**src/hw/rtl/fss_pkg.sv**
```systemverilog
// fss_pkg: shared types, constants and helper functions for the fingerprint similarity block
// depends on nothing; imported by every module of the block

package fss_pkg;

    // fixed-point constants
    localparam logic [16:0] ONE_Q16       = 17'h10000;
    localparam logic [19:0] TWO_TURNS     = 20'd184320;
    localparam logic [19:0] FULL_TURN     = 20'd92160;
    localparam logic [16:0] QUARTER       = 17'd23040;
    localparam logic [14:0] RECIP_45      = 15'd23301;   // floor(2^20 / 45)
    localparam logic [24:0] EIGHT_OVER_PI = 25'd166886;  // 8/pi in Q16

    // accumulator limits
    localparam logic signed [23:0] SUM_S_MAX = 24'sd4194303;
    localparam logic signed [23:0] SUM_S_MIN = -24'sd4194304;
    localparam logic [21:0]        SUM_W_MAX = 22'd4194303;
    localparam logic [22:0]        SUM_T_MAX = 23'd8388607;

    // register reset values
    localparam logic [15:0] RST_WEIGHT_ORIENT     = 16'd10486;
    localparam logic [15:0] RST_WEIGHT_FREQ       = 16'd24248;
    localparam logic [15:0] RST_WEIGHT_AVG_FREQ   = 16'd10486;
    localparam logic [15:0] RST_WEIGHT_AVG_ORIENT = 16'd20316;

    // register indexes
    localparam logic [7:0] REG_WEIGHT_ORIENT     = 8'd0;
    localparam logic [7:0] REG_WEIGHT_FREQ       = 8'd1;
    localparam logic [7:0] REG_WEIGHT_AVG_FREQ   = 8'd2;
    localparam logic [7:0] REG_WEIGHT_AVG_ORIENT = 8'd3;

    // queue and divider sizing
    localparam int unsigned Q_DEPTH_DEFAULT = 2;
    localparam int unsigned DIV_NUM_W       = 40;
    localparam int unsigned DIV_DEN_W       = 23;

    // fault bit positions
    localparam int unsigned FAULT_WEIGHT = 0;
    localparam int unsigned FAULT_TOTAL  = 1;
    localparam int unsigned FAULT_AVG    = 2;

    typedef enum logic [3:0] {
        F_IDLE,
        F_PREP,
        F_UFIX,
        F_SQ,
        F_HORN,
        F_HFIN,
        F_WCOS,
        F_WSIN,
        F_ACC,
        F_PUSH
    } t_front_state;

    typedef enum logic [3:0] {
        B_IDLE,
        B_SQC,
        B_SQS,
        B_ROOT,
        B_DIV1,
        B_DIV2,
        B_DIV3,
        B_S4,
        B_MUL,
        B_FIN,
        B_OUT
    } t_back_state;

    // one finished comparison handed from the front to the back
    typedef struct packed {
        logic signed [22:0] sum_cos;
        logic signed [22:0] sum_sin;
        logic [21:0]        sum_weight;
        logic [21:0]        sum_absdiff;
        logic [22:0]        sum_total;
        logic [15:0]        query_avg_freq;
        logic [15:0]        cand_avg_freq;
        logic signed [15:0] query_avg_orient;
        logic signed [15:0] cand_avg_orient;
        logic [15:0]        cand_ident;
    } t_cell_sums;

    typedef struct packed {
        logic [15:0] orient;
        logic [15:0] freq;
        logic [15:0] avg_freq;
        logic [15:0] avg_orient;
    } t_weights;

    // coefficients of the quarter-sine polynomial, innermost first
    function automatic logic [16:0] horner_coef(input logic [1:0] step);
        logic [16:0] c;
        unique case (step)
            2'd0: c = 17'd307;
            2'd1: c = 17'd5223;
            2'd2: c = 17'd42334;
            2'd3: c = 17'd102944;
            default: c = 17'd0;
        endcase
        return c;
    endfunction

endpackage

```
**src/hw/rtl/fss_queue.sv**
```systemverilog
// fss_queue: short queue of finished comparisons between front and back
// depends on fss_pkg for the entry type

module fss_queue
    import fss_pkg::*;
#(
    parameter int unsigned DEPTH = Q_DEPTH_DEFAULT
) (
    input  logic       i_clk,
    input  logic       i_rst_n,
    input  logic       i_push,
    input  t_cell_sums i_entry,
    output logic       o_full,
    input  logic       i_pop,
    output t_cell_sums o_head,
    output logic       o_empty
);

    localparam int unsigned AW = (DEPTH > 1) ? $clog2(DEPTH) : 1;
    localparam int unsigned CW = $clog2(DEPTH + 1);

    t_cell_sums       r_mem [DEPTH];
    logic [AW-1:0]    r_wr, r_rd;
    logic [CW-1:0]    r_count;

    assign o_full  = (r_count == CW'(DEPTH));
    assign o_empty = (r_count == '0);
    assign o_head  = r_mem[r_rd];

    // pointers and fill count
    always_ff @(posedge i_clk) begin
        if (!i_rst_n) begin
            r_wr    <= '0;
            r_rd    <= '0;
            r_count <= '0;
        end else begin
            if (i_push) begin
                r_wr <= (r_wr == AW'(DEPTH - 1)) ? '0 : r_wr + AW'(1);
            end
            if (i_pop) begin
                r_rd <= (r_rd == AW'(DEPTH - 1)) ? '0 : r_rd + AW'(1);
            end
            if (i_push && !i_pop) begin
                r_count <= r_count + CW'(1);
            end else if (i_pop && !i_push) begin
                r_count <= r_count - CW'(1);
            end
        end
    end

    // storage
    always_ff @(posedge i_clk) begin
        if (i_push) begin
            r_mem[r_wr] <= i_entry;
        end
    end

endmodule

```
**config.mk**
```make
export PLATFORM = sky130hd
export DESIGN_NAME = fss_queue
export DESIGN_NICKNAME = d
export VERILOG_FILES = /design/src/hw/rtl/fss_pkg.sv /design/src/hw/rtl/fss_queue.sv
export SDC_FILE = /design/constraint.sdc
export NUM_CORES = 1
export LEC_CHECK = 0
export BUFFER_PORTS_ARGS = -buffer_cell sky130_fd_sc_hd__clkbuf_2
export CAP_MARGIN = 20
export CORE_UTILIZATION = 47
export CTS_CLUSTER_SIZE = 30
export DETAILED_ROUTE_END_ITERATION = 12
export GPL_TIMING_DRIVEN = 0
export PLACE_DENSITY = 0.83
export SYNTH_ARGS = -nofsm -noshare
export SYNTH_HDL_FRONTEND = slang
export SYNTH_SLANG_ARGS = --single-unit
```
**constraint.sdc**
```tcl
create_clock -name i_clk -period 10.8 [get_ports i_clk]
set_clock_uncertainty 0.15 [all_clocks]
set_input_delay 1.08 -clock i_clk [delete_from_list [all_inputs] [get_ports i_clk]]
set_output_delay 1.08 -clock i_clk [all_outputs]
set_load 0.005 [all_outputs]
```
==> run_results.csv <==
group,metric,value,unit
floorplan,fp.dieW,175.8,microns
critical_path,timing.setup.critical_path_class,"reg -> out",
synth,synth.area.top_cells,"edfxtp_1 82%, mux2_2 15%, buf_6 1.3%",
sta,clock.fmax,321.6,MHz
clock_tree,clockRootBuffer,"clkbuf_16",
clock_tree,cts_inserted_buffers,39,
finish,final_nets,1262,
sta,hold_ws,359.1,ps
finish,most-common-layout-cells,"391 x clkbuf_2, 386 x edfxtp_1, 193 x mux2_2",
synth,syn_nets,820,
synth,synth_simple_gate_area_share,0.3965,%
global_route,grt_start_max_net_pins,69,
synth,synthDominantCellAreaShare,81.63,%
sta,timing.final.max_slew_violations,0,
hold_path,min-delay-path-class,"reg -> reg",
synth,synthXorXnorAreaFrac,0.1850,%
floorplan,io_pins,392,
synth,yosys-mux-area-fraction,15.31,%
clock_tree,clkTransAtPathRegs,60,ps
place,finalWeightedCongestion,0.7821,
synth,yosys.cell_types.count,18,
clock_tree,cts_resized,0,
clock_tree,cts.path.max_buffers,3,
finish,final_common_cell,"clkbuf_2",
floorplan,initial_utilization,47.78,%
synth,postSynthCellCount,622,
sta,final.min_clock_period,3109,ps
finish,final_layout_size_suffix_gt1_share,61.52,%
pwr,power.ir.vdd_worst,0.1442,mV
sta,timing_worst_slew_pin_value,683.7,ps
synth,largest_family_of_logic_cells_by_synthesized_area,"multiplexers",
synth,cell_type_with_the_largest_total_area_after_synthesis,"edfxtp_1",
finish,filler_cell_count,2101,
place,place.port_buffers,391,
sta,setup_tns,0,ps
clock_tree,clock_tree_from_tritoncts,"done",
critical_path,worstPathArrival,1880,ps
finish,multiInputGateArea,2298,sq um
global_route,grt-ovfl-total,0,
pwr,power.total,3369,uW
synth,ys_ff_latch,391,
place,dpl.hpwl,20120,microns
critical_path,slowest_stage,"dfxtp_1",
routing,drt_drc,0,
clock_tree,post_cts_buffers,0,
global_route,grt_antenna_before_repair,2,
pwr,total_leakage_power,0.006881,uW
status,outcome,"completed",
run,timing.max_cap.violations,0,
routing,routed_wirelength,28690,microns
floorplan,row_count,63,
sta,min_period_over_period,28.79,%
floorplan,die_height,175.8,microns
critical_path,critPathMaxFanout,10,
critical_path,worstPathRequired,9570,ps
routing,via_density,4.976,
pwr,pwr_density_cell,186.3,nW/um^2
routing,wl_per_cell,19.37,microns
finish,register_area,11690,sq um
routing,drt.antenna.violating_nets,0,
sta,rsz0062_at_grt,"false",
clock_tree,clock_sink_count,391,
floorplan,dieArea,30910,sq um
routing,route.vias.total,7369,
critical_path,largest_incremental_delay_on_the_critical_path,350,ps
global_route,grt_pass1_vias,7725,
critical_path,cp_cell_sequence,"buf_4, buf_6, mux2_2, clkbuf_2",
synth,synthesis.area_per_instance,22.83,sq um
clock_tree,worstSkewPairLatency,510,ps
finish,syn2layout_area_growth,27.37,%
finish,finalCoreUtilization,60.86,%
synth,synth_fa_ha_area_share,0.08811,%
floorplan,design.core.area,29720,sq um
sta,finalHoldViolations,0,
routing,drt_first_pass_iters,4,
finish,stdcell_count,1481,
global_route,grt_use_total,18.03,%
synth,syn_area,14200,sq um
sta,timing.max_slew.rel_slack,54.32,%
sta,final-setup-viol-count,0,
synth,synth_seq_area_share,82.33,%
global_route,grt_pass1_wl,41860,microns
clock_tree,clock_tree.htree_level_count,2,
synth,synth.yosys.warnings,0,
synth,compound_cell_area_share_of_the_yosys_netlist,0.1410,%
routing,drt-initial-drc-count,318,
critical_path,setup.worst_path.end_class,"output port",
clock_tree,ctsHoldBuffers,0,
place,post-place-cells,1413,
critical_path,start_kind,"register",
[worst paths after layout]
path,start,end,slack [ps],cells past startpoint
max,register,o_head[29],7690,4
min,r_count[1]$_SDFFE_PN0P_,r_count[1]$_SDFFE_PN0P_,360,2
max reg2reg,r_wr$_SDFFE_PN0P_,r_mem[0][85]$_DFFE_PP_,8650,4
min reg2reg,r_count[1]$_SDFFE_PN0P_,r_count[1]$_SDFFE_PN0P_,360,2
[critical path: cells and delay by family (launching register included)]
kind     cells  cell delay (ps)
buf+inv      3              650
flops        1              350
mux          1              350
[metrics by stage]
step	setup slack (ps)	cell area [sq um]
3_5_place_dp	7745	16890
4_1_cts	7636	18080
2_1_floorplan	434.3	14200
3_3_place_gp	-4449	16640
6_report	7691	18090
5_1_grt	7560	18090
[layout make-up]
class	instances	area share [%]
Tap cell	390	2.698
Antenna cell	2	0.02767
Clock buffer	49	5.839
Inverter	1	0.02075
Multi-Input combinational cell	209	12.71
Buffer	21	1.197
Sequential cell	391	64.64
Clock inverter	17	0.7333
Timing Repair Buffer	401	12.13
[registers in the layout, indices dropped and copies added, names as in the netlist, named ones only]
| register | cells |
|---|---|
| r_count | 2 |
| r_wr | 1 |
| r_mem | 386 |
| r_rd | 1 |
[cells by family (layout without fill, tap and decap cells)]
| kind of cell | count (synthesis) | count (layout) |
|---|---|---|
| adder cells (fa/ha/maj) | 1 | 1 |
| AND/OR/NAND/NOR | 9 | 9 |
| AO/OA/AOI/OAI | 3 | 3 |
| buffers and inverters | 22 | 489 |
| other | 0 | 2 |
| multiplexers | 193 | 193 |
| XOR/XNOR | 3 | 3 |
| flip-flops | 391 | 391 |
[routing by layer]
metal | vias to the layer above | global-route usage, % | share of wire [%]
met5 | - | 0 | 0
met4 | 0 | 7.210 | 3.4
met3 | 62 | 5.736 | 8.4
met2 | 313 | 32.97 | 53
met1 | 3617 | 19.09 | 35
li1 | 3377 | - | -
[Yosys cell counts]
library cell / count
a21boi_0: 1
and2_1: 4
and2b_2: 1
buf_2: 2
buf_4: 2
buf_6: 17
dfxtp_1: 5
edfxtp_1: 386
ha_1: 1
inv_1: 1
mux2_2: 193
nor2_1: 1
nor2b_1: 2
o21a_1: 1
o21ai_0: 1
or3_1: 1
xnor2_1: 1
xor2_1: 2
[power breakdown]
| part | switching [uW] | internal [uW] | leakage (uW) |
|---|---|---|---|
| clock network | 520 | 737 | 0.000580 |
| logic | 164 | 175 | 0.00264 |
| registers | 18.1 | 1750 | 0.00366 |
Power figures use the tool's default switching activity.
