### config.mk
export PLATFORM = sky130hd
export DESIGN_NAME = fss_front
export DESIGN_NICKNAME = d
export VERILOG_FILES = /design/src/hw/rtl/fss_pkg.sv /design/src/hw/rtl/fss_front.sv
export SDC_FILE = /design/constraint.sdc
export NUM_CORES = 2
export LEC_CHECK = 0
export ABC_CLOCK_PERIOD_IN_PS = 10800
export BUFFER_PORTS_ARGS = -buffer_cell sky130_fd_sc_hd__buf_2
export CORE_ASPECT_RATIO = 1.5
export CORE_MARGIN = 2
export CORE_UTILIZATION = 35
export DETAILED_ROUTE_END_ITERATION = 12
export GPL_ROUTABILITY_DRIVEN = 0
export GPL_TIMING_DRIVEN = 0
export RECOVER_POWER = 100
export SETUP_SLACK_MARGIN = 0.3
export SLEW_MARGIN = 20
export SYNTH_ARGS = -nofsm -noshare
export SYNTH_HDL_FRONTEND = slang
export SYNTH_SLANG_ARGS = --single-unit
### constraint.sdc
create_clock -name i_clk -period 10.8 [get_ports i_clk]
set_input_delay 0.54 -clock i_clk [delete_from_list [all_inputs] [get_ports i_clk]]
set_output_delay 0.54 -clock i_clk [all_outputs]
set_load 0.02 [all_outputs]
### src/hw/rtl/fss_pkg.sv
// fss_pkg: shared types, constants and helper functions for the fingerprint similarity block
// depends on nothing; imported by every module of the block

package fss_pkg;

    // fixed-point constants
    localparam logic [16:0] ONE_Q16       = 17'h10000;
    localparam logic [19:0] TWO_TURNS     = 20'd184320;
    localparam logic [19:0] FULL_TURN     = 20'd92160;
    localparam logic [16:0] QUARTER       = 17'd23040;
    localparam logic [14:0] RECIP_45      = 15'd23301;   // floor(2^20 / 45)
    localparam logic [24:0] EIGHT_OVER_PI = 25'd166886;  // 8/pi in Q16

    // accumulator limits
    localparam logic signed [23:0] SUM_S_MAX = 24'sd4194303;
    localparam logic signed [23:0] SUM_S_MIN = -24'sd4194304;
    localparam logic [21:0]        SUM_W_MAX = 22'd4194303;
    localparam logic [22:0]        SUM_T_MAX = 23'd8388607;

    // register reset values
    localparam logic [15:0] RST_WEIGHT_ORIENT     = 16'd10486;
    localparam logic [15:0] RST_WEIGHT_FREQ       = 16'd24248;
    localparam logic [15:0] RST_WEIGHT_AVG_FREQ   = 16'd10486;
    localparam logic [15:0] RST_WEIGHT_AVG_ORIENT = 16'd20316;

    // register indexes
    localparam logic [7:0] REG_WEIGHT_ORIENT     = 8'd0;
    localparam logic [7:0] REG_WEIGHT_FREQ       = 8'd1;
    localparam logic [7:0] REG_WEIGHT_AVG_FREQ   = 8'd2;
    localparam logic [7:0] REG_WEIGHT_AVG_ORIENT = 8'd3;

    // queue and divider sizing
    localparam int unsigned Q_DEPTH_DEFAULT = 2;
    localparam int unsigned DIV_NUM_W       = 40;
    localparam int unsigned DIV_DEN_W       = 23;

    // fault bit positions
    localparam int unsigned FAULT_WEIGHT = 0;
    localparam int unsigned FAULT_TOTAL  = 1;
    localparam int unsigned FAULT_AVG    = 2;

    typedef enum logic [3:0] {
        F_IDLE,
        F_PREP,
        F_UFIX,
        F_SQ,
        F_HORN,
        F_HFIN,
        F_WCOS,
        F_WSIN,
        F_ACC,
        F_PUSH
    } t_front_state;

    typedef enum logic [3:0] {
        B_IDLE,
        B_SQC,
        B_SQS,
        B_ROOT,
        B_DIV1,
        B_DIV2,
        B_DIV3,
        B_S4,
        B_MUL,
        B_FIN,
        B_OUT
    } t_back_state;

    // one finished comparison handed from the front to the back
    typedef struct packed {
        logic signed [22:0] sum_cos;
        logic signed [22:0] sum_sin;
        logic [21:0]        sum_weight;
        logic [21:0]        sum_absdiff;
        logic [22:0]        sum_total;
        logic [15:0]        query_avg_freq;
        logic [15:0]        cand_avg_freq;
        logic signed [15:0] query_avg_orient;
        logic signed [15:0] cand_avg_orient;
        logic [15:0]        cand_ident;
    } t_cell_sums;

    typedef struct packed {
        logic [15:0] orient;
        logic [15:0] freq;
        logic [15:0] avg_freq;
        logic [15:0] avg_orient;
    } t_weights;

    // coefficients of the quarter-sine polynomial, innermost first
    function automatic logic [16:0] horner_coef(input logic [1:0] step);
        logic [16:0] c;
        unique case (step)
            2'd0: c = 17'd307;
            2'd1: c = 17'd5223;
            2'd2: c = 17'd42334;
            2'd3: c = 17'd102944;
            default: c = 17'd0;
        endcase
        return c;
    endfunction

endpackage

### src/hw/rtl/fss_front.sv
// fss_front: per-cell sequencer, coherence weight, quarter-sine and saturating accumulators
// depends on fss_pkg; feeds finished sums into fss_queue

module fss_front
    import fss_pkg::*;
(
    input  logic               i_clk,
    input  logic               i_rst_n,
    input  logic               i_valid,
    output logic               o_stall,
    input  logic [15:0]        i_query_orient,
    input  logic [15:0]        i_query_coher,
    input  logic [15:0]        i_query_freq,
    input  logic [15:0]        i_cand_orient,
    input  logic [15:0]        i_cand_coher,
    input  logic [15:0]        i_cand_freq,
    input  logic [15:0]        i_query_avg_freq,
    input  logic [15:0]        i_cand_avg_freq,
    input  logic signed [15:0] i_query_avg_orient,
    input  logic signed [15:0] i_cand_avg_orient,
    input  logic [15:0]        i_cand_ident,
    input  logic               i_last_cell,
    input  logic               i_q_full,
    output logic               o_push,
    output t_cell_sums         o_entry
);

    t_front_state r_state, n_state;

    // captured cell
    logic [15:0]        r_qo, r_qc, r_qf, r_co, r_cc, r_cf;
    logic [15:0]        r_qa, r_ca, r_ident;
    logic signed [15:0] r_qao, r_cao;
    logic               r_last;

    // working registers
    logic [15:0]        r_w, n_w;
    logic [1:0]         r_quad, n_quad;
    logic [21:0]        r_x, n_x;
    logic [15:0]        r_q0, n_q0;
    logic [15:0]        r_u, n_u;
    logic [16:0]        r_u2, n_u2;
    logic [16:0]        r_p, n_p;
    logic [1:0]         r_hcnt, n_hcnt;
    logic               r_second, n_second;
    logic [16:0]        r_su, n_su, r_sc, n_sc;
    logic signed [16:0] r_tcos, n_tcos, r_tsin, n_tsin;

    // accumulators
    logic signed [22:0] r_sum_cos, n_sum_cos, r_sum_sin, n_sum_sin;
    logic [21:0]        r_sum_weight, n_sum_weight, r_sum_absdiff, n_sum_absdiff;
    logic [22:0]        r_sum_total, n_sum_total;

    // shared 17x17 multiplier
    logic [16:0] mul_a, mul_b;
    logic [33:0] mul_p;

    // angle reduction
    logic [19:0] d_raw;
    logic [16:0] d_red;
    logic [1:0]  quad;
    logic [16:0] rem;
    logic [36:0] recip_p;
    logic [21:0] q0_x45;
    logic [21:0] u_err;
    logic [16:0] arg;
    logic [17:0] hv;
    logic [16:0] hval;
    logic [16:0] mag;
    logic        neg;
    logic [15:0] wt;

    // accumulation sums
    logic signed [23:0] cos_sum, sin_sum;
    logic [22:0]        w_sum, ad_sum;
    logic [15:0]        fdiff;
    logic [23:0]        t_sum;

    assign mul_p = mul_a * mul_b;

    // twice the orientation difference, reduced into one turn and split into quadrants
    assign d_raw = {3'b000, r_qo, 1'b0} + TWO_TURNS - {3'b000, r_co, 1'b0};

    always_comb begin
        priority if (d_raw >= 20'd276480) begin
            d_red = 17'(d_raw - 20'd276480);
        end else if (d_raw >= TWO_TURNS) begin
            d_red = 17'(d_raw - TWO_TURNS);
        end else if (d_raw >= FULL_TURN) begin
            d_red = 17'(d_raw - FULL_TURN);
        end else begin
            d_red = d_raw[16:0];
        end
        priority if (d_red >= 17'd69120) begin
            quad = 2'd3;
            rem  = d_red - 17'd69120;
        end else if (d_red >= 17'd46080) begin
            quad = 2'd2;
            rem  = d_red - 17'd46080;
        end else if (d_red >= QUARTER) begin
            quad = 2'd1;
            rem  = d_red - QUARTER;
        end else begin
            quad = 2'd0;
            rem  = d_red;
        end
    end

    // u = rem * 128 / 45 by reciprocal, corrected in the next cycle
    assign recip_p = {rem[14:0], 7'b0} * RECIP_45;
    assign q0_x45  = {6'b0, r_q0} * 22'd45;
    assign u_err   = r_x - q0_x45;

    // polynomial argument: u for the sine, one minus u for the cosine
    assign arg = r_second ? (ONE_Q16 - {1'b0, r_u}) : {1'b0, r_u};

    assign hv    = mul_p[33:16];
    assign hval  = (hv > {1'b0, ONE_Q16}) ? ONE_Q16 : hv[16:0];
    assign wt    = mul_p[31:16];
    assign fdiff = (r_qf > r_cf) ? (r_qf - r_cf) : (r_cf - r_qf);

    assign cos_sum = {r_sum_cos[22], r_sum_cos} + {{7{r_tcos[16]}}, r_tcos};
    assign sin_sum = {r_sum_sin[22], r_sum_sin} + {{7{r_tsin[16]}}, r_tsin};
    assign w_sum   = {1'b0, r_sum_weight} + {7'b0, r_w};
    assign ad_sum  = {1'b0, r_sum_absdiff} + {7'b0, fdiff};
    assign t_sum   = {1'b0, r_sum_total} + {7'b0, ({1'b0, r_qf} + {1'b0, r_cf})};

    assign o_stall = (r_state != F_IDLE);

    // queue entry built from the closed sums
    always_comb begin
        o_entry.sum_cos          = r_sum_cos;
        o_entry.sum_sin          = r_sum_sin;
        o_entry.sum_weight       = r_sum_weight;
        o_entry.sum_absdiff      = r_sum_absdiff;
        o_entry.sum_total        = r_sum_total;
        o_entry.query_avg_freq   = r_qa;
        o_entry.cand_avg_freq    = r_ca;
        o_entry.query_avg_orient = r_qao;
        o_entry.cand_avg_orient  = r_cao;
        o_entry.cand_ident       = r_ident;
    end

    // next state and datapath
    always_comb begin
        n_state       = r_state;
        n_w           = r_w;
        n_quad        = r_quad;
        n_x           = r_x;
        n_q0          = r_q0;
        n_u           = r_u;
        n_u2          = r_u2;
        n_p           = r_p;
        n_hcnt        = r_hcnt;
        n_second      = r_second;
        n_su          = r_su;
        n_sc          = r_sc;
        n_tcos        = r_tcos;
        n_tsin        = r_tsin;
        n_sum_cos     = r_sum_cos;
        n_sum_sin     = r_sum_sin;
        n_sum_weight  = r_sum_weight;
        n_sum_absdiff = r_sum_absdiff;
        n_sum_total   = r_sum_total;
        mul_a         = '0;
        mul_b         = '0;
        mag           = '0;
        neg           = 1'b0;
        o_push        = 1'b0;
        unique case (r_state)
            F_IDLE: begin
                if (i_valid) begin
                    n_state = F_PREP;
                end
            end
            F_PREP: begin
                mul_a   = {1'b0, r_qc};
                mul_b   = {1'b0, r_cc};
                n_w     = mul_p[31:16];
                n_quad  = quad;
                n_x     = {rem[14:0], 7'b0};
                n_q0    = recip_p[35:20];
                n_state = F_UFIX;
            end
            F_UFIX: begin
                priority if (u_err >= 22'd90) begin
                    n_u = r_q0 + 16'd2;
                end else if (u_err >= 22'd45) begin
                    n_u = r_q0 + 16'd1;
                end else begin
                    n_u = r_q0;
                end
                n_second = 1'b0;
                n_state  = F_SQ;
            end
            F_SQ: begin
                mul_a   = arg;
                mul_b   = arg;
                n_u2    = mul_p[32:16];
                n_p     = 17'd11;
                n_hcnt  = 2'd0;
                n_state = F_HORN;
            end
            F_HORN: begin
                mul_a  = r_p;
                mul_b  = r_u2;
                n_p    = horner_coef(r_hcnt) - mul_p[32:16];
                n_hcnt = r_hcnt + 2'd1;
                if (r_hcnt == 2'd3) begin
                    n_state = F_HFIN;
                end
            end
            F_HFIN: begin
                mul_a = r_p;
                mul_b = arg;
                if (!r_second) begin
                    n_su     = hval;
                    n_second = 1'b1;
                    n_state  = F_SQ;
                end else begin
                    n_sc    = hval;
                    n_state = F_WCOS;
                end
            end
            F_WCOS: begin
                mag    = r_quad[0] ? r_su : r_sc;
                neg    = r_quad[0] ^ r_quad[1];
                mul_a  = {1'b0, r_w};
                mul_b  = mag;
                n_tcos = neg ? -$signed({1'b0, wt}) : $signed({1'b0, wt});
                n_state = F_WSIN;
            end
            F_WSIN: begin
                mag    = r_quad[0] ? r_sc : r_su;
                neg    = r_quad[1];
                mul_a  = {1'b0, r_w};
                mul_b  = mag;
                n_tsin = neg ? -$signed({1'b0, wt}) : $signed({1'b0, wt});
                n_state = F_ACC;
            end
            F_ACC: begin
                priority if (cos_sum > SUM_S_MAX) begin
                    n_sum_cos = SUM_S_MAX[22:0];
                end else if (cos_sum < SUM_S_MIN) begin
                    n_sum_cos = SUM_S_MIN[22:0];
                end else begin
                    n_sum_cos = cos_sum[22:0];
                end
                priority if (sin_sum > SUM_S_MAX) begin
                    n_sum_sin = SUM_S_MAX[22:0];
                end else if (sin_sum < SUM_S_MIN) begin
                    n_sum_sin = SUM_S_MIN[22:0];
                end else begin
                    n_sum_sin = sin_sum[22:0];
                end
                n_sum_weight  = (w_sum > {1'b0, SUM_W_MAX}) ? SUM_W_MAX : w_sum[21:0];
                n_sum_absdiff = (ad_sum > {1'b0, SUM_W_MAX}) ? SUM_W_MAX : ad_sum[21:0];
                n_sum_total   = (t_sum > {1'b0, SUM_T_MAX}) ? SUM_T_MAX : t_sum[22:0];
                n_state       = r_last ? F_PUSH : F_IDLE;
            end
            F_PUSH: begin
                if (!i_q_full) begin
                    o_push        = 1'b1;
                    n_sum_cos     = '0;
                    n_sum_sin     = '0;
                    n_sum_weight  = '0;
                    n_sum_absdiff = '0;
                    n_sum_total   = '0;
                    n_state       = F_IDLE;
                end
            end
            default: begin
                n_state = F_IDLE;
            end
        endcase
    end

    // state and accumulators
    always_ff @(posedge i_clk) begin
        if (!i_rst_n) begin
            r_state       <= F_IDLE;
            r_sum_cos     <= '0;
            r_sum_sin     <= '0;
            r_sum_weight  <= '0;
            r_sum_absdiff <= '0;
            r_sum_total   <= '0;
        end else begin
            r_state       <= n_state;
            r_sum_cos     <= n_sum_cos;
            r_sum_sin     <= n_sum_sin;
            r_sum_weight  <= n_sum_weight;
            r_sum_absdiff <= n_sum_absdiff;
            r_sum_total   <= n_sum_total;
        end
    end

    // cell capture and working registers
    always_ff @(posedge i_clk) begin
        if (r_state == F_IDLE && i_valid) begin
            r_qo    <= i_query_orient;
            r_qc    <= i_query_coher;
            r_qf    <= i_query_freq;
            r_co    <= i_cand_orient;
            r_cc    <= i_cand_coher;
            r_cf    <= i_cand_freq;
            r_qa    <= i_query_avg_freq;
            r_ca    <= i_cand_avg_freq;
            r_qao   <= i_query_avg_orient;
            r_cao   <= i_cand_avg_orient;
            r_ident <= i_cand_ident;
            r_last  <= i_last_cell;
        end
        r_w      <= n_w;
        r_quad   <= n_quad;
        r_x      <= n_x;
        r_q0     <= n_q0;
        r_u      <= n_u;
        r_u2     <= n_u2;
        r_p      <= n_p;
        r_hcnt   <= n_hcnt;
        r_second <= n_second;
        r_su     <= n_su;
        r_sc     <= n_sc;
        r_tcos   <= n_tcos;
        r_tsin   <= n_tsin;
    end

endmodule

==> flow_summary.toml <==
[run_status]
status = "complete, but fails checks"
violations = "max-capacitance violations, max-slew violations"

[routing]
drtAntennaViolNets = 0
drc = 0
vias_per_cell = 5.25
wl_um = 127000
drt_pre_antenna_iters = 5
wl_per_cell_um = 20.7
vias = 32200
drtIter0Drc = 1920

[synthesis]
yosys.area_share.simple_pct = 11.2
yosys-top-cells-area = "edfxtp_1, fa_1, ha_1"
syn_inst = 4026
synth-xor-area-share_pct = 4.72
synth_most_common_cell = "inv_1"
syn_area_per_cell_um2 = 10.0
synth-edff-count = 346
synth-compound-area-share_pct = 14.1
async_reset_ff_share_pct = 0
ys_types = 100
synth_top_family_by_area = "adder cells"
yosys.area.top_type = "edfxtp_1"
synth_fa_ha_area_share_pct = 30.0
synthMuxAreaShare_pct = 1.71
yosysWarnings = 0
netlist_area_um2 = 40400
ys_seq_area_share_pct = 31.6
synth_seq_cells = 463
ys.flop_type = "edfxtp_1"
synth_nets = 4977
yosysTopAreaCellShare_pct = 25.7
synth_commonest_cells = "inv_1, ha_1, nand2_1, edfxtp_1, fa_1"

[timing]
fin_ws_ns = 0.404
max_freq_ghz = 0.0962
fin_crit_ns = 10.40
rsz0062_at_grt = "false"
final-setup-viol-count = 0
holdWs_ns = 0.0488
finalSetupTns_ns = 0
slew_viol_final = 168
period_share_pct = 96.3
hold_viol_final = 0
relSlewSlack_pct = -101
worst_slew_pin_slew_ns = 3.01
fin_skew_ns = 0.0660

[floorplanning]
die_h_um = 420
start_util_pct = 35.2
die_x_um = 281
fp-row-count = 152
core-area_um2 = 114000
io_pins = 376
die-area_um2 = 118000

[clocking]
clock_path_buffers = 3
cts_made_buffers = 50
cts_tree = "yes"
clockRootBuffer = "clkbuf_16"
clock_latency_ns = 0.67
cts_max_level = 2
clock_sinks = 463
cts.clk_slew.worst_paths_ns = 0.07

[worst_setup_path]
criticalPathCategory = "reg2reg"
rrSetupSlack_ns = 0.40
crit_top_cell = "fa_1"
arrival_ns = 10.84
r2r_cells = 36
crit_start = "r_state[2]"
crit_required_ns = 11.25
end_kind = "register"
crit_fanout = 11
crit_path_top_delay_cell = "clkbuf_1"
slowest_delay_ns = 0.65
reg2reg_from = "r_state[2]"
cp-start-kind = "register"
r2r-end = "r_su[4]"
critPathCapture = "r_su[4]"

[global_routing]
grt_overflow = 0
grt_pass1_wl_um = 191000
grt_start_max_net_pins = 62
grt_pass1_vias = 33200
grtUsageTotal_pct = 21.2
antenna_found_initial = 5

[cells_and_area]
final_layout_size_suffix_gt1_share_pct = 13.1
syn2layout_area_growth_pct = 18.8
fin_nets = 5498
fillers = 11300
stdcell_area_um2 = 47900

[placement]
place_ws_ns = -3.03
dpl_cell_area_um2 = 44500
port_buffers = 375
place_hpwl_um = 101000

[flow_run]
cap_viol_max_count = 4

[min_path]
hold_class = "in2reg"
==> cells by family (layout without fill, tap and decap cells) <==
| kind of cell | after synthesis | in the layout |
|---|---|---|
| flip-flops | 463 | 463 |
| adder cells (fa/ha/maj) | 770 | 770 |
| AND/OR/NAND/NOR | 963 | 963 |
| other | 0 | 1 |
| AO/OA/AOI/OAI | 832 | 832 |
| multiplexers | 67 | 67 |
| XOR/XNOR | 214 | 214 |
| buffers and inverters | 717 | 1279 |
==> worst min path at each step <==
stage,start,endpoint,depth (start not counted)
floorplan,r_sum_absdiff[14],r_sum_absdiff[14],2
global placement,r_sum_cos[0],r_sum_cos[0],2
detailed placement,r_sum_cos[0],r_sum_cos[0],2
CTS,i_query_coher[14],r_qc[14],1
global route,i_query_orient[2],r_qo[2],1
finish,i_query_coher[14],r_qc[14],1
==> cell usage in the layout (no fill, tap or decap), types with 110 or more instances in the layout <==
cell type and instances:
dfxtp_1 117, nand2_1 391, xnor2_1 137, clkbuf_1 311, o21ai_0 110, a21oi_1 214, fa_1 322, inv_1 566
ha_1 425, buf_2 155, nor2_1 185, edfxtp_1 346
==> worst max-delay path: cells and delay by family, from the launching register on <==
kind / cells / cell delay, ns
fa+ha+maj: 7 / 3.29
compound gates: 6 / 1.38
simple gates: 10 / 2.60
buf+inv: 13 / 2.55
flops: 1 / 0.30
==> area by class of cell <==
class                      instances  area (µm²)  share of cell area (%)
buffer                           133         726                    1.51
timing repair inverter             1        5.00                  0.0104
antenna                            1        2.50                 0.00522
clock buffer                      60        1350                    2.82
clock inverter                    33         373                   0.778
timing repair buffer             469        2310                    4.83
inverter                         583        2200                    4.59
multi-input combinational       2846       26300                    54.9
sequential                       463       12700                    26.6
tap                             1540        1930                    4.02
==> sequential cells by signal (all words and copies together) (netlist names), 17 cells and up <==
name and count:
r_p 17, r_sc 17, r_su 17, r_sum_absdiff 22, r_sum_cos 23, r_sum_sin 23
r_sum_total 23, r_sum_weight 22, r_tcos 17, r_tsin 17, r_u2 17
==> per-stage QoR <==
step,std cells,utilization (%)
floorplan,4026,-
global placement,5941,38.6
detailed placement,5956,38.8
CTS,6087,41.5
global route,6128,41.9
finish,6129,41.9
==> metal layers <==
| metal | up-vias | global-route usage [%] | wire, µm | share of wire (%) |
|---|---|---|---|---|
| met3 | 344 | 2.97 | 6490 | 5.1 |
| li1 | 15000 | - | - | - |
| met5 | - | 0 | 11 | 0.0087 |
| met1 | 15700 | 21.9 | 44500 | 35 |
| met2 | 1179 | 40.3 | 66600 | 53 |
| met4 | 2 | 12.6 | 9010 | 7.1 |
==> timing repair <==
item / CTS / global route
gates cloned: 1 / 0
hold buffers: 0 / 0
resized for setup: 220 / 141
setup buffers: 38 / 41
pin swaps: 24 / 55
setup endpoints to repair: 120 / 47
Power is not shown: default switching activity piles up to over one toggle a cycle in this logic, so the estimate is an artifact.
