File: src/hw/rtl/fss_pkg.sv
// fss_pkg: shared types, constants and helper functions for the fingerprint similarity block
// depends on nothing; imported by every module of the block

package fss_pkg;

    // fixed-point constants
    localparam logic [16:0] ONE_Q16       = 17'h10000;
    localparam logic [19:0] TWO_TURNS     = 20'd184320;
    localparam logic [19:0] FULL_TURN     = 20'd92160;
    localparam logic [16:0] QUARTER       = 17'd23040;
    localparam logic [14:0] RECIP_45      = 15'd23301;   // floor(2^20 / 45)
    localparam logic [24:0] EIGHT_OVER_PI = 25'd166886;  // 8/pi in Q16

    // accumulator limits
    localparam logic signed [23:0] SUM_S_MAX = 24'sd4194303;
    localparam logic signed [23:0] SUM_S_MIN = -24'sd4194304;
    localparam logic [21:0]        SUM_W_MAX = 22'd4194303;
    localparam logic [22:0]        SUM_T_MAX = 23'd8388607;

    // register reset values
    localparam logic [15:0] RST_WEIGHT_ORIENT     = 16'd10486;
    localparam logic [15:0] RST_WEIGHT_FREQ       = 16'd24248;
    localparam logic [15:0] RST_WEIGHT_AVG_FREQ   = 16'd10486;
    localparam logic [15:0] RST_WEIGHT_AVG_ORIENT = 16'd20316;

    // register indexes
    localparam logic [7:0] REG_WEIGHT_ORIENT     = 8'd0;
    localparam logic [7:0] REG_WEIGHT_FREQ       = 8'd1;
    localparam logic [7:0] REG_WEIGHT_AVG_FREQ   = 8'd2;
    localparam logic [7:0] REG_WEIGHT_AVG_ORIENT = 8'd3;

    // queue and divider sizing
    localparam int unsigned Q_DEPTH_DEFAULT = 2;
    localparam int unsigned DIV_NUM_W       = 40;
    localparam int unsigned DIV_DEN_W       = 23;

    // fault bit positions
    localparam int unsigned FAULT_WEIGHT = 0;
    localparam int unsigned FAULT_TOTAL  = 1;
    localparam int unsigned FAULT_AVG    = 2;

    typedef enum logic [3:0] {
        F_IDLE,
        F_PREP,
        F_UFIX,
        F_SQ,
        F_HORN,
        F_HFIN,
        F_WCOS,
        F_WSIN,
        F_ACC,
        F_PUSH
    } t_front_state;

    typedef enum logic [3:0] {
        B_IDLE,
        B_SQC,
        B_SQS,
        B_ROOT,
        B_DIV1,
        B_DIV2,
        B_DIV3,
        B_S4,
        B_MUL,
        B_FIN,
        B_OUT
    } t_back_state;

    // one finished comparison handed from the front to the back
    typedef struct packed {
        logic signed [22:0] sum_cos;
        logic signed [22:0] sum_sin;
        logic [21:0]        sum_weight;
        logic [21:0]        sum_absdiff;
        logic [22:0]        sum_total;
        logic [15:0]        query_avg_freq;
        logic [15:0]        cand_avg_freq;
        logic signed [15:0] query_avg_orient;
        logic signed [15:0] cand_avg_orient;
        logic [15:0]        cand_ident;
    } t_cell_sums;

    typedef struct packed {
        logic [15:0] orient;
        logic [15:0] freq;
        logic [15:0] avg_freq;
        logic [15:0] avg_orient;
    } t_weights;

    // coefficients of the quarter-sine polynomial, innermost first
    function automatic logic [16:0] horner_coef(input logic [1:0] step);
        logic [16:0] c;
        unique case (step)
            2'd0: c = 17'd307;
            2'd1: c = 17'd5223;
            2'd2: c = 17'd42334;
            2'd3: c = 17'd102944;
            default: c = 17'd0;
        endcase
        return c;
    endfunction

endpackage

File: src/hw/rtl/fss_div.sv
// fss_div: restoring divider, one quotient bit per cycle
// depends on fss_pkg for operand widths

module fss_div
    import fss_pkg::*;
(
    input  logic                 i_clk,
    input  logic                 i_rst_n,
    input  logic                 i_start,
    input  logic [DIV_NUM_W-1:0] i_num,
    input  logic [DIV_DEN_W-1:0] i_den,
    output logic                 o_done,
    output logic [DIV_NUM_W-1:0] o_quot
);

    localparam int unsigned CNTW = $clog2(DIV_NUM_W + 1);

    logic                 r_busy, r_done;
    logic [CNTW-1:0]      r_cnt;
    logic [DIV_NUM_W-1:0] r_num;
    logic [DIV_DEN_W-1:0] r_rem, r_den;
    logic [DIV_DEN_W:0]   rem_sh, rem_sub;
    logic                 qbit;

    // one trial subtraction
    assign rem_sh  = {r_rem, r_num[DIV_NUM_W-1]};
    assign qbit    = (rem_sh >= {1'b0, r_den});
    assign rem_sub = rem_sh - {1'b0, r_den};

    assign o_done = r_done;
    assign o_quot = r_num;

    always_ff @(posedge i_clk) begin
        if (!i_rst_n) begin
            r_busy <= 1'b0;
            r_done <= 1'b0;
            r_cnt  <= '0;
        end else begin
            r_done <= 1'b0;
            if (i_start) begin
                r_busy <= 1'b1;
                r_cnt  <= CNTW'(DIV_NUM_W);
            end else if (r_busy) begin
                r_cnt <= r_cnt - CNTW'(1);
                if (r_cnt == CNTW'(1)) begin
                    r_busy <= 1'b0;
                    r_done <= 1'b1;
                end
            end
        end
    end

    // quotient shifts into the dividend register
    always_ff @(posedge i_clk) begin
        if (i_start) begin
            r_num <= i_num;
            r_den <= i_den;
            r_rem <= '0;
        end else if (r_busy) begin
            r_num <= {r_num[DIV_NUM_W-2:0], qbit};
            r_rem <= qbit ? rem_sub[DIV_DEN_W-1:0] : rem_sh[DIV_DEN_W-1:0];
        end
    end

endmodule

File: src/hw/rtl/fss_back.sv
// fss_back: final similarities, square root, shared divider and weighted total
// depends on fss_pkg and fss_div; takes entries from fss_queue

module fss_back
    import fss_pkg::*;
(
    input  logic               i_clk,
    input  logic               i_rst_n,
    input  logic               i_q_empty,
    input  t_cell_sums         i_head,
    output logic               o_pop,
    input  t_weights           i_weights,
    output logic               o_valid,
    input  logic               i_stall,
    output logic [16:0]        o_orient_sim,
    output logic [16:0]        o_freq_sim,
    output logic [16:0]        o_avg_freq_sim,
    output logic signed [17:0] o_avg_orient_sim,
    output logic signed [17:0] o_total_score,
    output logic [15:0]        o_result_ident,
    output logic [2:0]         o_div_fault
);

    t_back_state r_state, n_state;

    t_cell_sums         r_e, n_e;
    logic [45:0]        r_sq, n_sq;
    logic [61:0]        r_root_v, n_root_v, r_root_r, n_root_r;
    logic [4:0]         r_k, n_k;
    logic               r_div_run, n_div_run;
    logic [16:0]        r_s1, n_s1, r_s2, n_s2, r_s3, n_s3;
    logic signed [17:0] r_s4, n_s4;
    logic [2:0]         r_fault, n_fault;
    logic [1:0]         r_mcnt, n_mcnt;
    logic signed [35:0] r_acc, n_acc;

    logic               r_out_valid, n_out_valid;
    logic [16:0]        r_o_s1, r_o_s2, r_o_s3;
    logic signed [17:0] r_o_s4, r_o_tot;
    logic [15:0]        r_o_ident;
    logic [2:0]         r_o_fault;
    logic               load_out;

    // shared signed multiplier
    logic signed [24:0] bm_a, bm_b;
    logic signed [49:0] bm_p;

    // divider port
    logic                 div_start, div_done;
    logic [DIV_NUM_W-1:0] div_num, div_quot;
    logic [DIV_DEN_W-1:0] div_den;

    // helpers
    logic [45:0]        sq_tot;
    logic [61:0]        root_b, root_t;
    logic [15:0]        avg_mx, avg_ad;
    logic signed [16:0] ao_diff;
    logic [16:0]        ao_abs;
    logic [17:0]        ao_t;
    logic signed [18:0] s4_w;
    logic [15:0]        wsel;
    logic signed [17:0] ssel;
    logic signed [19:0] tot_w;

    assign bm_p = bm_a * bm_b;

    fss_div u_div (
        .i_clk   (i_clk),
        .i_rst_n (i_rst_n),
        .i_start (div_start),
        .i_num   (div_num),
        .i_den   (div_den),
        .o_done  (div_done),
        .o_quot  (div_quot)
    );

    assign sq_tot  = r_sq + bm_p[45:0];
    assign root_b  = 62'(1) << {r_k, 1'b0};
    assign root_t  = r_root_r + root_b;
    assign avg_mx  = (r_e.query_avg_freq > r_e.cand_avg_freq) ? r_e.query_avg_freq
                                                                : r_e.cand_avg_freq;
    assign avg_ad  = (r_e.query_avg_freq > r_e.cand_avg_freq)
                   ? (r_e.query_avg_freq - r_e.cand_avg_freq)
                   : (r_e.cand_avg_freq - r_e.query_avg_freq);
    assign ao_diff = 17'(r_e.query_avg_orient) - 17'(r_e.cand_avg_orient);
    assign ao_abs  = ao_diff[16] ? 17'(-ao_diff) : 17'(ao_diff);
    assign ao_t    = bm_p[33:16];
    assign s4_w    = 19'sd65536 - $signed({1'b0, ao_t});
    assign tot_w   = 20'(r_acc >>> 16);

    // weight and similarity for the current product of the total
    always_comb begin
        unique case (r_mcnt)
            2'd0: begin
                wsel = i_weights.orient;
                ssel = $signed({1'b0, r_s1});
            end
            2'd1: begin
                wsel = i_weights.freq;
                ssel = $signed({1'b0, r_s2});
            end
            2'd2: begin
                wsel = i_weights.avg_freq;
                ssel = $signed({1'b0, r_s3});
            end
            2'd3: begin
                wsel = i_weights.avg_orient;
                ssel = r_s4;
            end
            default: begin
                wsel = '0;
                ssel = '0;
            end
        endcase
    end

    // sequencer
    always_comb begin
        n_state     = r_state;
        n_e         = r_e;
        n_sq        = r_sq;
        n_root_v    = r_root_v;
        n_root_r    = r_root_r;
        n_k         = r_k;
        n_div_run   = r_div_run;
        n_s1        = r_s1;
        n_s2        = r_s2;
        n_s3        = r_s3;
        n_s4        = r_s4;
        n_fault     = r_fault;
        n_mcnt      = r_mcnt;
        n_acc       = r_acc;
        n_out_valid = r_out_valid;
        load_out    = 1'b0;
        o_pop       = 1'b0;
        bm_a        = '0;
        bm_b        = '0;
        div_start   = 1'b0;
        div_num     = '0;
        div_den     = '0;
        unique case (r_state)
            B_IDLE: begin
                if (!i_q_empty) begin
                    o_pop   = 1'b1;
                    n_e     = i_head;
                    n_fault = '0;
                    n_state = B_SQC;
                end
            end
            B_SQC: begin
                bm_a    = 25'(r_e.sum_cos);
                bm_b    = 25'(r_e.sum_cos);
                n_sq    = bm_p[45:0];
                n_state = B_SQS;
            end
            B_SQS: begin
                bm_a     = 25'(r_e.sum_sin);
                bm_b     = 25'(r_e.sum_sin);
                n_root_v = {sq_tot, 16'b0};
                n_root_r = '0;
                n_k      = 5'd30;
                n_state  = B_ROOT;
            end
            B_ROOT: begin
                if (r_root_v >= root_t) begin
                    n_root_v = r_root_v - root_t;
                    n_root_r = (r_root_r >> 1) + root_b;
                end else begin
                    n_root_r = r_root_r >> 1;
                end
                n_k = r_k - 5'd1;
                if (r_k == 5'd0) begin
                    n_state = B_DIV1;
                end
            end
            B_DIV1: begin
                if (!r_div_run) begin
                    if (r_e.sum_weight == '0) begin
                        n_fault[FAULT_WEIGHT] = 1'b1;
                        n_s1    = '0;
                        n_state = B_DIV2;
                    end else begin
                        div_start = 1'b1;
                        div_num   = {1'b0, r_root_r[30:0], 8'b0};
                        div_den   = {1'b0, r_e.sum_weight};
                        n_div_run = 1'b1;
                    end
                end else if (div_done) begin
                    n_s1      = (div_quot > DIV_NUM_W'(ONE_Q16)) ? ONE_Q16 : div_quot[16:0];
                    n_div_run = 1'b0;
                    n_state   = B_DIV2;
                end
            end
            B_DIV2: begin
                if (!r_div_run) begin
                    if (r_e.sum_total == '0) begin
                        n_fault[FAULT_TOTAL] = 1'b1;
                        n_s2    = '0;
                        n_state = B_DIV3;
                    end else begin
                        div_start = 1'b1;
                        div_num   = {2'b0, r_e.sum_absdiff, 16'b0};
                        div_den   = r_e.sum_total;
                        n_div_run = 1'b1;
                    end
                end else if (div_done) begin
                    n_s2      = (div_quot > DIV_NUM_W'(ONE_Q16)) ? '0
                              : (ONE_Q16 - div_quot[16:0]);
                    n_div_run = 1'b0;
                    n_state   = B_DIV3;
                end
            end
            B_DIV3: begin
                if (!r_div_run) begin
                    if (avg_mx == '0) begin
                        n_fault[FAULT_AVG] = 1'b1;
                        n_s3    = '0;
                        n_state = B_S4;
                    end else begin
                        div_start = 1'b1;
                        div_num   = {8'b0, avg_ad, 16'b0};
                        div_den   = {7'b0, avg_mx};
                        n_div_run = 1'b1;
                    end
                end else if (div_done) begin
                    n_s3      = ONE_Q16 - div_quot[16:0];
                    n_div_run = 1'b0;
                    n_state   = B_S4;
                end
            end
            B_S4: begin
                bm_a    = $signed({8'b0, ao_abs});
                bm_b    = $signed(EIGHT_OVER_PI);
                n_s4    = (s4_w < -19'sd65536) ? -18'sd65536 : s4_w[17:0];
                n_mcnt  = 2'd0;
                n_acc   = '0;
                n_state = B_MUL;
            end
            B_MUL: begin
                bm_a   = $signed({9'b0, wsel});
                bm_b   = 25'(ssel);
                n_acc  = r_acc + bm_p[35:0];
                n_mcnt = r_mcnt + 2'd1;
                if (r_mcnt == 2'd3) begin
                    n_state = B_FIN;
                end
            end
            B_FIN: begin
                load_out    = 1'b1;
                n_out_valid = 1'b1;
                n_state     = B_OUT;
            end
            B_OUT: begin
                if (!i_stall) begin
                    n_out_valid = 1'b0;
                    n_state     = B_IDLE;
                end
            end
            default: begin
                n_state = B_IDLE;
            end
        endcase
    end

    // control state
    always_ff @(posedge i_clk) begin
        if (!i_rst_n) begin
            r_state     <= B_IDLE;
            r_div_run   <= 1'b0;
            r_out_valid <= 1'b0;
        end else begin
            r_state     <= n_state;
            r_div_run   <= n_div_run;
            r_out_valid <= n_out_valid;
        end
    end

    // working registers
    always_ff @(posedge i_clk) begin
        r_e      <= n_e;
        r_sq     <= n_sq;
        r_root_v <= n_root_v;
        r_root_r <= n_root_r;
        r_k      <= n_k;
        r_s1     <= n_s1;
        r_s2     <= n_s2;
        r_s3     <= n_s3;
        r_s4     <= n_s4;
        r_fault  <= n_fault;
        r_mcnt   <= n_mcnt;
        r_acc    <= n_acc;
    end

    // result register, total rounded down and saturated
    always_ff @(posedge i_clk) begin
        if (load_out) begin
            r_o_s1    <= r_s1;
            r_o_s2    <= r_s2;
            r_o_s3    <= r_s3;
            r_o_s4    <= r_s4;
            r_o_ident <= r_e.cand_ident;
            r_o_fault <= r_fault;
            priority if (tot_w > 20'sd65536) begin
                r_o_tot <= 18'sd65536;
            end else if (tot_w < -20'sd65536) begin
                r_o_tot <= -18'sd65536;
            end else begin
                r_o_tot <= tot_w[17:0];
            end
        end
    end

    assign o_valid          = r_out_valid;
    assign o_orient_sim     = r_o_s1;
    assign o_freq_sim       = r_o_s2;
    assign o_avg_freq_sim   = r_o_s3;
    assign o_avg_orient_sim = r_o_s4;
    assign o_total_score    = r_o_tot;
    assign o_result_ident   = r_o_ident;
    assign o_div_fault      = r_o_fault;

endmodule

File: config.mk
export PLATFORM = sky130hd
export DESIGN_NAME = fss_back
export DESIGN_NICKNAME = d
export VERILOG_FILES = /design/src/hw/rtl/fss_pkg.sv /design/src/hw/rtl/fss_div.sv /design/src/hw/rtl/fss_back.sv
export SDC_FILE = /design/constraint.sdc
export NUM_CORES = 2
export LEC_CHECK = 0
export BUFFER_PORTS_ARGS = -buffer_cell sky130_fd_sc_hd__buf_2
export CAP_MARGIN = 20
export CORE_MARGIN = 5
export CORE_UTILIZATION = 45
export DETAILED_ROUTE_END_ITERATION = 8
export PLACE_DENSITY = 0.67
export SETUP_SLACK_MARGIN = 0.15
export SLEW_MARGIN = 10
export SYNTH_ARGS = -nofsm -noshare
export SYNTH_HDL_FRONTEND = slang
export SYNTH_HIERARCHICAL = 1
export SYNTH_SLANG_ARGS = --single-unit
File: constraint.sdc
create_clock -name i_clk -period 31.4 [get_ports i_clk]
set_input_delay 3.14 -clock i_clk [delete_from_list [all_inputs] [get_ports i_clk]]
set_output_delay 3.14 -clock i_clk [all_outputs]
set_load 0.01 [all_outputs]
==> results.toml <==
[timing]
grt_setup_unrepaired = "no"
fmax_ghz = 0.07476
timing.final.hold_violations = 0
final.setup_skew_ns = 0.07500
slew_headroom_pct = 19.83
setup_viol = 0
drv_slew = 0
setup_total_negative_slack_ns = 0
timing.final.crit_share_pct = 42.60
tightestPinTransition_ns = 1.195
period_needed_ns = 13.38

[setup_path]
worst_setup_end_kind = "flop"
critPathSlowestCell = "a21oi_1"
reg2reg_slack_ns = 18.02
worstSetupPathType = "reg2reg"
crit_fanout = 9
cp-endpoint = "r_root_v[61]"
timing.rr.start = "r_e[32]"
worst-r2r-cell-count = 49
crit_start_category = "flop"
crit-reg2reg-capture = "r_root_v[61]"
startpoint = "r_e[32]"
timing.critical_path.arrival_ns = 13.93
crit_path_max_incr_delay_ns = 0.91
cp.required_ns = 31.95

[routing]
route.detailed.wl_per_inst_um = 23.60
detail-route-antenna-nets = 0
via_per_inst = 5.768
post_route_drc_violation_count = 9
routed_wirelength_um = 205300
drtPass1Iterations = 9
dr_total_vias = 50185
detail_route.iter0.violations = 4451

[floorplanning]
fp.dieArea_um2 = 147800
top_level_ports = 369
core_area_um2 = 139400
initial_core_util_pct = 45.27
fp.dieW_um = 384.4
die_y_extent_um = 384.4
std_cell_rows = 137

[synthesis]
syn_area_um2 = 63080
postSynthRegisterBits = 684
xor_xnor_share_of_the_synthesized_area_pct = 4.927
synth_edf_count = 647
synth_top_area_cell = "edfxtp_1"
syn-instance-count = 6450
muxShareOfSynthArea_pct = 1.226
synth.yosys.seq_area_share_pct = 31.97
synthDistinctLibCells = 109
number_of_synthesis_warnings = 6
synth_top_flop_cell = "edfxtp_1"
synth-compound-area-share_pct = 14.24
synth-adder-area-share_pct = 27.43
yosys-top-cells-area = "edfxtp_1, fa_1, ha_1"
synth_simple_gate_area_share_pct = 13.71
ys_async_sr_fraction_pct = 0
synth_top_family_by_area = "adder cells"
post_synth.cell_area_avg_um2 = 9.780
synth_top_cell_area_share_pct = 30.80

[job]
max_cap_viol_count = 0

[status]
outcome = "finished with violations"
failed_checks = "design-rule violations"

[global_route]
antenna_violations_before_repair = 7
grt_use_total_pct = 27.13
grt_max_degree = 84
first_global_vias = 49806
grt-ovfl-total = 0
wire_length_of_the_first_global_routing_pass_um = 304200

[clocking]
cts_setup_buffers = 0
clock_tree_from_tritoncts = "done"
clk_pin_slew_worst_paths_ns = 0.06
clkSinkCount = 684
cts.htree.levels = 3
holdBufCountCts = 0
cts-root-to-sink-buffers = 3
post_cts_resize_count = 0
clk_latency_worst_skew_pair_ns = 0.72
numCtsBuffers = 81
clockRootBuffer = "clkbuf_16"

[placement]
dp_hpwl_um = 161200
io_buffers = 368
post-place-cells = 8544
gp_congestion = 0.9686

[final_layout]
layout_commonest_cell = "inv_1"
areaGrowthSynthToFinish_pct = 10.91
design.final.nets = 8037
final_cell_mix = "inv_1, edfxtp_1, nand2_1"
drive_above_1_share_pct = 10.72
final-instance-count-excl-fill = 8700

[worst_hold_path]
hold_path.class = "reg2reg"
[sequential cells by signal, summed over array words and instances (netlist names), 23 cells and up]
| name | flops |
|---|---|
| u_div/r_den | 23 |
| r_sq | 46 |
| r_root_v | 62 |
| r_e | 193 |
| u_div/r_rem | 23 |
| u_div/o_quot | 40 |
| r_root_r | 62 |
| r_acc | 36 |
[logic make-up after synthesis]
logic type               after synthesis
AO/OA/AOI/OAI                       1356
adder cells (fa/ha/maj)             1025
AND/OR/NAND/NOR                     1879
flip-flops                           684
buffers and inverters               1080
XOR/XNOR                             354
other                                  1
multiplexers                          71
[worst min path at each step]
stage / start / endpoint / slack, ns / depth (start not counted)
after global placement: r_e[4] / o_result_ident[4] / 0.40 / 0
final: r_e[9] / o_result_ident[9] / 0.41 / 0
after detailed placement: r_e[6] / o_result_ident[6] / 0.40 / 0
after floorplan: r_fault[0] / o_div_fault[0] / 0.40 / 0
after global routing: r_e[5] / o_result_ident[5] / 0.42 / 0
after CTS: r_e[9] / o_result_ident[9] / 0.42 / 0
[critical path: cells and delay by family (launching register included)]
family	cells	cell delay [ns]
compound gates	20	4.87
xor+xnor	5	1.06
fa+ha+maj	11	5.02
buf+inv	8	0.44
flops	1	0.36
simple gates	5	1.51
[per-layer routing]
metal	up-vias	wire length, um	track usage, %
met5	-	19	0
met4	2	10960	12.18
met3	450	17240	5.212
met2	2081	96190	45.07
met1	24843	80940	34.52
li1	22809	-	-
[metrics by stage]
step / setup slack (ns) / util [%] / area [um^2] / hold slack, ns
global placement: 17.83 / 48.16 / 67120 / 0.4006
finish: 18.02 / 50.21 / 69970 / 0.4139
detailed placement: 17.74 / 48.16 / 67120 / 0.4045
CTS: 18.14 / 50.20 / 69950 / 0.4183
global route: 17.17 / 50.20 / 69960 / 0.4243
floorplan: 6.430 / - / 63110 / 0.4003
[synth_stat cells (18+ instances only)]
master and n:
inv_1 833, edfxtp_1 647, nand2_1 639, fa_1 597
nor2_1 587, ha_1 427, a21oi_1 322, o21ai_0 276
clkbuf_1 208, xnor2_1 186, xor2_1 167, a21o_1 132
nor3_1 107, a31oi_1 97, and2_1 89, nand3_1 62
o21a_1 62, nand2b_1 60, nor2b_1 59, and3_1 58
o21bai_1 58, a211oi_1 56, a22oi_1 56, nand4_1 51
mux2_2 50, nor4_1 40, dfxtp_1 37, or3_1 36
a222oi_1 34, o211ai_1 31, a31o_2 21, mux2i_1 21
or2_2 20, buf_1 19, a22o_1 18
[area by class of cell]
type	instances	area [um^2]
Clock buffer	106	2171
Clock inverter	46	659.4
Multi-Input combinational cell	4694	38980
Timing Repair Buffer	454	2487
Tap cell	1876	2347
Fill cell	12754	69390
Antenna cell	3	7.507
Sequential cell	684	20170
Inverter	837	3142
Power is not shown: default switching activity piles up to over one toggle a cycle in this logic, so the estimate is an artifact.
